File: config.mk
export PLATFORM = sky130hd
export DESIGN_NAME = mts_prep
export DESIGN_NICKNAME = d
export VERILOG_FILES = /design/src/hdl/mts_pkg.sv /design/src/hdl/mts_prep.sv
export SDC_FILE = /design/constraint.sdc
export NUM_CORES = 2
export LEC_CHECK = 0
export BUFFER_PORTS_ARGS = -buffer_cell sky130_fd_sc_hd__buf_2
export CAP_MARGIN = 20
export CORE_MARGIN = 2
export CORE_UTILIZATION = 45
export DETAILED_ROUTE_END_ITERATION = 8
export MAX_ROUTING_LAYER = met4
export PLACE_DENSITY = 0.65
export RECOVER_POWER = 50
export REMOVE_ABC_BUFFERS = 1
export SLEW_MARGIN = 20
export SYNTH_ARGS = -nofsm -noshare
export SYNTH_HDL_FRONTEND = slang
export SYNTH_SLANG_ARGS = --single-unit
export TNS_END_PERCENT = 10
File: constraint.sdc
create_clock -name i_clk -period 13.1 [get_ports i_clk]
set_input_delay 2.62 -clock i_clk [delete_from_list [all_inputs] [get_ports i_clk]]
set_output_delay 2.62 -clock i_clk [all_outputs]
set_load 0.01 [all_outputs]
File: src/hdl/mts_pkg.sv
// ----------------------------------------------------------------------------
// mts_pkg: shared types and codes for the midtone transfer stretch core
// Holds the configuration register indexes and the special-case flag struct.
// ----------------------------------------------------------------------------
package mts_pkg;

    // Configuration register index
    typedef logic [1:0] t_cfg_idx;

    localparam t_cfg_idx CFG_SHADOW    = 2'd0;
    localparam t_cfg_idx CFG_HIGHLIGHT = 2'd1;
    localparam t_cfg_idx CFG_MIDTONE   = 2'd2;

    localparam int CFG_DATA_BITS = 16;

    // Special-case flags that travel with each pixel down the chain
    typedef struct packed {
        logic zero;   // pixel at or below shadow
        logic full;   // empty range or pixel at or above highlight
        logic mid;    // rescaled pixel equals the midtone balance
    } t_flags;

endpackage

File: src/hdl/mts_prep.sv
// ----------------------------------------------------------------------------
// mts_prep: operand preparation for the stretch divider
// Two stages: clip offsets and products, then numerator/denominator sums.
// ----------------------------------------------------------------------------
module mts_prep #(
    parameter int B = 16
) (
    input  logic                 i_clk,
    input  logic                 i_rst_n,
    input  logic                 i_en,
    input  logic                 i_valid,
    input  logic [B-1:0]         i_pix,
    input  logic [B-1:0]         i_shadow,
    input  logic [B-1:0]         i_highlight,
    input  logic [B-1:0]         i_midtone,
    output logic                 o_valid,
    output mts_pkg::t_flags      o_flags,
    output logic [3*B-1:0]       o_num,
    output logic [2*B:0]         o_den
);

    localparam logic [B-1:0] FULL = {B{1'b1}};

    // Stage 1 registers
    logic            r_v1;
    logic            r_zero1, r_full1;
    logic [B-1:0]    r_a1;
    logic [2*B-1:0]  r_p1, r_p2, r_p3;

    // Stage 2 registers
    logic            r_v2;
    mts_pkg::t_flags r_flags2;
    logic [3*B-1:0]  r_num2;
    logic [2*B:0]    r_den2;

    logic [B-1:0]    n_fm;
    logic [B-1:0]    n_a, n_hp, n_hs;
    logic [2*B-1:0]  n_aF;

    assign n_fm = FULL - i_midtone;
    assign n_a  = i_pix - i_shadow;
    assign n_hp = i_highlight - i_pix;
    assign n_hs = i_highlight - i_shadow;
    assign n_aF = {r_a1, {B{1'b0}}} - {{B{1'b0}}, r_a1};

    // Advance valid bits
    always_ff @(posedge i_clk) begin
        if (!i_rst_n) begin
            r_v1 <= 1'b0;
            r_v2 <= 1'b0;
        end else if (i_en) begin
            r_v1 <= i_valid;
            r_v2 <= r_v1;
        end
    end

    // Compute offsets, flags and the three products
    always_ff @(posedge i_clk) begin
        if (i_en) begin
            r_zero1 <= (i_pix <= i_shadow);
            r_full1 <= (i_highlight <= i_shadow) || (i_pix >= i_highlight);
            r_a1    <= n_a;
            r_p1    <= {{B{1'b0}}, n_fm} * {{B{1'b0}}, n_a};
            r_p2    <= {{B{1'b0}}, i_midtone} * {{B{1'b0}}, n_hp};
            r_p3    <= {{B{1'b0}}, i_midtone} * {{B{1'b0}}, n_hs};
        end
    end

    // Form numerator F*P1, denominator P1+P2 and the midtone compare
    always_ff @(posedge i_clk) begin
        if (i_en) begin
            r_flags2.zero <= r_zero1;
            r_flags2.full <= r_full1;
            r_flags2.mid  <= (n_aF == r_p3);
            r_num2 <= {r_p1, {B{1'b0}}} - {{B{1'b0}}, r_p1};
            r_den2 <= {1'b0, r_p1} + {1'b0, r_p2};
        end
    end

    assign o_valid = r_v2;
    assign o_flags = r_flags2;
    assign o_num   = r_num2;
    assign o_den   = r_den2;

endmodule

==> results by group <==
CTS
  • Clock Pin Slew Worst Setup and Hold Paths: 100 ps
  • H-tree lvl count: 4
  • Resized cells post-CTS: 0
  • CTS tree: yes
  • Num CTS Buffers: 17
  • Hold Buf Count CTS: 0
  • Skew-Pair Late Insertion Delay: 510 ps
  • Max clock buf depth: 2
  • Post-CTS Setup Inserts: 0
  • CTS sink cnt: 200
  • CTS root buffer: clkbuf_16

Drt
  • Pre-Repair DR Iteration Count: 6
  • Total number of vias: 30300
  • Routed len/inst: 19.8 um
  • Antenna Nets Post-Route: 0
  • Routed wire length: 108000 um
  • Remaining DRCs: 0
  • Vias/cell: 5.51
  • Iter 0 DRT Violations: 2258

Synthesis
  • Post-synth top area cell: fa_1
  • Async set-or-reset flop fraction in the synthesized netlist: 0%
  • Synth top area share: 30.0%
  • Synth Register Bits: 200
  • Ys flop type: edfxtp_1
  • Share of the yosys chip area belonging to registers: 15.3%
  • Cells after synthesis: 4271
  • Mean Syn Cell Area: 9.17 um^2
  • Yosys warning total: 0
  • Netlist Area Pre-Place: 39200 um^2
  • Area contributors post-synth: fa_1, edfxtp_1, ha_1, inv_1, xnor2_1
  • EDFF count, synth: 198
  • Yosys cell types: 83

Min path
  • Min-Delay Path Class: reg -> reg

Setup path
  • Top cell by count, worst path: fa_1
  • CP Data Required Time: 13480 ps
  • CP Buf/Inv Count: 5
  • CP peak stage delay: 650 ps
  • Arr. time, crit path: 11620 ps
  • Critical path's top delay family: adder cells
  • Slowest cell on crit path: a2111oi_1
  • CP startpoint kind: primary input
  • CP Max Fanout: 16
  • Setup CP Type: in -> reg
  • Crit end category: register

STA
  • Endpoints failing setup: 0
  • Setup ws final: 1860 ps
  • Setup TNS: 0 ps
  • Clk_skew: 14.0 ps
  • RSZ-0062 raised after global routing: false
  • Highest clock rate: 89.0 MHz
  • Pins Over Slew Limit: 84
  • Slew @ Worst Pin: 4550 ps
  • Crit path time final: 11240 ps
  • Slew headroom: -203%
  • Hold slack: 453 ps
  • Final Hold Viols: 0
  • Period utilization: 85.8%

Global route
  • First-pass GRT wire length: 171000 um
  • Vias in the first global route: 30100
  • Initial antenna violation count: 9
  • Total gr overflow: 0
  • Overall Global Routing Usage: 25.4%
  • Largest net degree at the start of global routing: 84

Run status
  • Failing checks: max-capacitance violations, max-slew violations
  • Status: complete, but fails checks

Floorplan
  • Count of boundary I/O pins: 153
  • Core Area: 86500 um^2
  • Starting Density: 45.3%
  • Die ar.: 89400 um^2
  • Die Span Y: 299 um
  • Horiz. Die Dim: 299 um
  • Cell row count: 108

Cells and area
  • Post-route cell area: 41700 um^2
  • Area Overhead vs Synth: 6.40%
  • Layout cells sized above 1: 5.29%
  • Commonest non-fill, non-tap cell in the layout: inv_1
  • Most frequent cells in the layout: inv_1, fa_1, ha_1
  • Fin nets: 5381

Placed design
  • Input/output buffers: 152
  • Post-DP HPWL: 85200 um
  • DP Worst Slack: 1410 ps
  • Final GP Congestion: 0.937
  • Placed Area: 41200 um^2

Flow run
  • Max-Cap Viols: 1
==> cell families (layout without fill, tap and decap cells) <==
family	after synthesis	count (layout)	share of synthesized area (%)
AOI/OAI and AO/OA	528	528	9.20
xor gates and xnor gates	212	212	4.74
adders and majority gates	999	999	43.1
buffers and inverters	980	1036	9.40
DFF	200	200	15.3
muxes	27	27	0.738
other	0	8	0
and+or+nand+nor	1325	1325	17.5
==> cell type report <==
type                    instances  area, um^2
flip-flops and latches        200        5990
clock inverters                15         194
inverters                     794        2980
clock buffers                  17         425
multi-input cells            3091       29500
diodes                          8        20.0
repair buffers                210        1100
fillers                      8333       44800
well taps                    1155        1450
==> sequential cells by signal, summed over array words and instances (netlist names) <==
signal / cells
r_p3: 32
r_full1: 1
o_num: 48
o_valid: 1
r_zero1: 1
o_flags: 3
r_p2: 32
r_p1: 32
r_a1: 16
o_den: 33
r_v1: 1
==> metal layers <==
| layer | global-route usage [%] | vias to the layer above | wire length, um |
|---|---|---|---|
| met5 | - | - | 0 |
| met4 | 7.43 | 0 | 2800 |
| met3 | 2.99 | 155 | 6470 |
| met2 | 39.2 | 980 | 51000 |
| met1 | 35.3 | 15200 | 48300 |
| li1 | - | 13900 | - |
==> stage by stage <==
step | cells | util, %
detailed placement | 5449 | 47.6
global route | 5490 | 48.2
floorplan | 4085 | -
global placement | 5449 | 47.6
CTS | 5481 | 48.3
finish | 5490 | 48.2
==> final timing paths <==
kind	from	endpoint	slack, ps	cells past startpoint
worst max-delay path	i_highlight[0]	r_p3[29]	1860	30
worst min-delay path	r_zero1	o_flags[2]	450	0
worst max register to register	r_p1[16]	o_num[37]	8910	10
worst min register to register	r_zero1	o_flags[2]	450	0
==> synth_stat cells (24+ instances only) <==
cell type and n:
o21bai_1 25, clkbuf_1 174, nor2b_1 70, and2_1 146, nand2b_1 120, nand4_1 25, inv_1 792, a31oi_1 30
and3_1 40, xnor2_1 153, nor2_1 230, o21ai_1 24, fa_1 586, ha_1 413, a21oi_1 140, or3_1 31
o21ai_0 46, nand3_1 82, nor3b_1 38, nand2_1 337, edfxtp_1 198, or2_2 35, nor3_1 80, a21o_1 77
xor2_1 59
Power is left out: the tool's default activity adds up to more than one toggle a clock period on the data nets, which glitch-free logic cannot reach.
