$ cat src/hdl/mts_pkg.sv
// ----------------------------------------------------------------------------
// mts_pkg: shared types and codes for the midtone transfer stretch core
// Holds the configuration register indexes and the special-case flag struct.
// ----------------------------------------------------------------------------
package mts_pkg;

    // Configuration register index
    typedef logic [1:0] t_cfg_idx;

    localparam t_cfg_idx CFG_SHADOW    = 2'd0;
    localparam t_cfg_idx CFG_HIGHLIGHT = 2'd1;
    localparam t_cfg_idx CFG_MIDTONE   = 2'd2;

    localparam int CFG_DATA_BITS = 16;

    // Special-case flags that travel with each pixel down the chain
    typedef struct packed {
        logic zero;   // pixel at or below shadow
        logic full;   // empty range or pixel at or above highlight
        logic mid;    // rescaled pixel equals the midtone balance
    } t_flags;

endpackage

$ cat src/hdl/mts_div_cell.sv
// ----------------------------------------------------------------------------
// mts_div_cell: one restoring-division cell
// Resolves one quotient bit and hands remainder and quotient to the next cell.
// ----------------------------------------------------------------------------
module mts_div_cell #(
    parameter int B = 16,
    parameter int K = 0
) (
    input  logic                 i_clk,
    input  logic                 i_rst_n,
    input  logic                 i_en,
    input  logic                 i_valid,
    input  mts_pkg::t_flags      i_flags,
    input  logic [3*B-1:0]       i_rem,
    input  logic [2*B:0]         i_den,
    input  logic [B-1:0]         i_q,
    output logic                 o_valid,
    output mts_pkg::t_flags      o_flags,
    output logic [3*B-1:0]       o_rem,
    output logic [2*B:0]         o_den,
    output logic [B-1:0]         o_q
);

    logic            r_valid;
    mts_pkg::t_flags r_flags;
    logic [3*B-1:0]  r_rem;
    logic [2*B:0]    r_den;
    logic [B-1:0]    r_q;

    logic [3*B-1:0]  n_dsh;
    logic            n_bit;

    assign n_dsh = {{(B-1){1'b0}}, i_den} << K;
    assign n_bit = (i_rem >= n_dsh);

    // Advance valid
    always_ff @(posedge i_clk) begin
        if (!i_rst_n) begin
            r_valid <= 1'b0;
        end else if (i_en) begin
            r_valid <= i_valid;
        end
    end

    // Subtract the shifted divisor when it fits and shift in the bit
    always_ff @(posedge i_clk) begin
        if (i_en) begin
            r_flags <= i_flags;
            r_den   <= i_den;
            r_rem   <= n_bit ? (i_rem - n_dsh) : i_rem;
            r_q     <= {i_q[B-2:0], n_bit};
        end
    end

    assign o_valid = r_valid;
    assign o_flags = r_flags;
    assign o_rem   = r_rem;
    assign o_den   = r_den;
    assign o_q     = r_q;

endmodule

$ cat config.mk
export PLATFORM = sky130hd
export DESIGN_NAME = mts_div_cell
export DESIGN_NICKNAME = d
export VERILOG_FILES = /design/src/hdl/mts_pkg.sv /design/src/hdl/mts_div_cell.sv
export SDC_FILE = /design/constraint.sdc
export NUM_CORES = 1
export LEC_CHECK = 0
export ABC_AREA = 1
export CORE_UTILIZATION = 65
export DETAILED_ROUTE_END_ITERATION = 10
export DONT_BUFFER_PORTS = 1
export PLACE_DENSITY = 0.79
export SKIP_LAST_GASP = 1
export SLEW_MARGIN = 20
export SYNTH_ARGS = -nofsm -noshare
export SYNTH_HDL_FRONTEND = slang
export SYNTH_SLANG_ARGS = --single-unit
$ cat constraint.sdc
create_clock -name i_clk -period 4.3 [get_ports i_clk]
set_input_delay 0.645 -clock i_clk [delete_from_list [all_inputs] [get_ports i_clk]]
set_output_delay 0.645 -clock i_clk [all_outputs]
set_load 0.03 [all_outputs]
==> reports/qor.yml <==
setup_path:
  r2r_slack_ns: 3.46
  crit_start: "i_rem[0]"
  crit_chain: "inv_1 > ha_1 > fa_1 > inv_1 > nand2_1 > nand2_1 > nand3_1 > nand2_1 > nand2_1 > nand3_1 > nand2_2 > nand3_4 > inv_2 > nand2_1 > nand2_1"
  worstSetupEndpointType: "flip-flop"
  cp_common_cell: "nand2_1"
  reg2reg_from: "o_valid$_SDFFE_PN0P_"
  reg2reg_to: "o_valid$_SDFFE_PN0P_"
  slowest_stage: "fa_1"
  crit_end: "o_rem[8]$_DFFE_PP_"
  path_depth: 15
  cp_max_fo: 30
  crit_buf_inv: 3
  worst_setup_path_start_kind: "primary input"
  worstRegToRegCells: 2
  cp_slowest_stage_delay_ns: 0.40
  cpLargestDelayFamily: "simple AND/OR/NAND/NOR gates"
  crit_arrival_ns: 3.02
  crit_type: "primary input to flip-flop"
  required_ns: 4.45
timing:
  slew-limit-headroom_pct: 51.0
  final.setup_skew_ns: 0
  rsz0062_at_grt: "no"
  fin_crit_sh_pct: 66.7
  max_freq_mhz: 349
  hold_viol: 0
  setup_tns_ns: 0
  setup_violations: 0
  tightestPinTransition_ns: 0.734
  finalMaxSlewViolations: 0
  finalCriticalPeriod_ns: 2.87
cts:
  clock-sinks: 101
  cts_buffer_depth: 2
  root_buffer: "clkbuf_8"
  htreeDepth: 3
  numCtsBuffers: 9
  postCtsSetupBuffers: 0
  cts_hold_buf: 0
  cts_tree: "done"
  clk_pin_slew_worst_paths_ns: 0.11
  cts-resized-gates: 0
  clk_latency_ns: 0.38
synthesis:
  ys_seq_area_share_pct: 41.5
  synth-seq-cells: 101
  yosys_warnings: 0
  synth_area_per_cell_um2: 7.12
  yosysUniqueCellTypes: 31
  syn_area_um2: 7280
  synth_cells: 1022
  synth_area_leader_cell: "edfxtp_1"
  yosys-top-cells-area: "edfxtp_1 (41%), nand2_1 (21%), inv_1 (11%), ha_1 (5.7%), nor2_1 (4.4%)"
  synth_nets: 1160
  synth_top_cell_area_share_pct: 41.3
cells_and_area:
  drive_gt1_share_pct: 4.75
  multi_input_area_um2: 3380
  num-fill-cells: 909
  fin_cells: 1171
  antenna_cells: 0
  nNetsFinal: 1164
  areaGrowthSynthToFinish_pct: 4.50
  seqCellArea_um2: 3020
grt:
  overflow: 0
  grt_pass1_vias: 6059
  grtUsageTotal_pct: 34.9
  antenna_found_initial: 0
  grt_max_degree: 103
  grt_pass1_wl_um: 30200
die:
  dieArea_um2: 11600
  die_width_um: 108
  io_pins: 205
  start_util_pct: 66.9
  die_h_um: 108
  rows: 38
  core_area_um2: 10900
placement:
  place_congestion: 0.996
  dp.cells: 1155
  dp_hpwl_um: 16200
  port_buffers: 0
detailed_routing:
  vias: 6440
  wirelength_um: 19800
  drc: 0
  avgViaCountPerCell: 5.50
  drtPass1Iterations: 5
  wire_per_inst_um: 16.9
  antenna_left: 0
  first_iter_violations: 502
power:
  ir_worst_vdd_mv: 0.260
  power_density_nw_per_um2: 339
  leakage_nw: 3.89
job:
  cap_violations: 0
worst_hold_path:
  min_path_type: "primary input to flip-flop"
run_status:
  outcome: "finished, final reports clean"
-- cells in the mapped netlist --
master    count
a21oi_1      22
a21oi_2      15
and2_1        3
buf_2         1
buf_4         4
buf_6         2
clkbuf_1      3
dfxtp_1       1
edfxtp_1    100
fa_1          1
ha_1         33
inv_1       212
inv_2         2
nand2_1     400
nand2_2       3
nand3_1      56
nand3_2       1
nand3_4       1
nand3b_1      4
nand4_1      26
nor2_1       86
nor2_2        4
nor2_4        2
nor3_1        4
nor3_2        2
nor4_1        2
o21ai_0       7
o21ai_1       1
or2_1         1
xnor2_1       1
xor2_1       22
-- worst register-to-register path: stages (launching register included) --
cell	delay, ns
dfxtp_1	0.52
o21ai_0	0.14
a21oi_1	0.12
-- through the flow --
step	power [mW]	worst slack (ns)	hold slack, ns	util, %	area (um2)
after global routing	2.68	1.25	0.336	69.9	7610
after floorplan	1.85	1.73	0.655	-	7280
final	2.58	1.43	0.342	69.9	7610
after detailed placement	1.98	1.04	0.688	68.0	7410
after global placement	1.96	1.12	0.670	68.0	7410
after CTS	2.57	1.45	0.336	69.9	7610
-- registers in the layout, indices dropped and copies added, names as in the netlist --
name	flops
o_valid	1
o_den	33
o_q	16
o_rem	48
o_flags	3
-- worst min-delay path by stage --
stage | startpoint | to | slack (ns) | cells after the start
2_1_floorplan | o_valid$_SDFFE_PN0P_ | o_valid$_SDFFE_PN0P_ | 0.66 | 2
3_3_place_gp | o_valid$_SDFFE_PN0P_ | o_valid$_SDFFE_PN0P_ | 0.67 | 2
3_5_place_dp | o_valid$_SDFFE_PN0P_ | o_valid$_SDFFE_PN0P_ | 0.69 | 2
4_1_cts | i_den[3] | o_den[3]$_DFFE_PP_ | 0.34 | 0
5_1_grt | i_den[3] | o_den[3]$_DFFE_PP_ | 0.34 | 0
6_report | i_den[3] | o_den[3]$_DFFE_PP_ | 0.34 | 0
-- report_power, final --
| part | switching, mW | total, mW | internal, mW |
|---|---|---|---|
| sequential | 0.245 | 1.47 | 1.22 |
| combinational | 0.334 | 0.499 | 0.164 |
| clock | 0.379 | 0.611 | 0.232 |
| total | 0.959 | 2.58 | 1.62 |
-- final cells by class --
cell class	count	share of cell area (%)
clock buffer	9	1.63
multi-input combinational	697	44.5
timing repair buffer	3	0.296
tap	140	2.30
inverter	214	10.6
sequential	101	39.7
clock inverter	7	0.987
-- per-layer routing --
| metal | vias up | track usage [%] | share of wire, % |
|---|---|---|---|
| met2 | 323 | 57.3 | 47 |
| met3 | 34 | 5.57 | 8.8 |
| met1 | 2901 | 46.6 | 42 |
| met4 | 0 | 12.4 | 2.4 |
| met5 | - | 0 | 0 |
| li1 | 3182 | - | - |
-- placed cells by master, fill, tap and decap left out, drive strengths merged --
cell / instances
clkinvlp: 1
clkbuf: 9
o21ai: 8
xnor2: 1
ha: 33
nand2: 403
nor2: 92
nand3: 58
fa: 1
nor3: 6
nor4: 2
edfxtp: 100
a21oi: 37
and2: 3
or2: 1
dfxtp: 1
clkinv: 1
nand4: 26
nand3b: 4
xor2: 22
buf: 3
inv: 219
-- logic make-up after synthesis --
kind of cell / count (synthesis) / synth area share (%)
buffers and inverters: 224 / 12.0
adder cells (fa/ha/maj): 34 / 5.95
AO/OA/AOI/OAI: 45 / 3.87
AND/OR/NAND/NOR: 595 / 33.9
flip-flops: 101 / 41.5
XOR/XNOR: 23 / 2.77
Power figures use the tool's default switching activity.
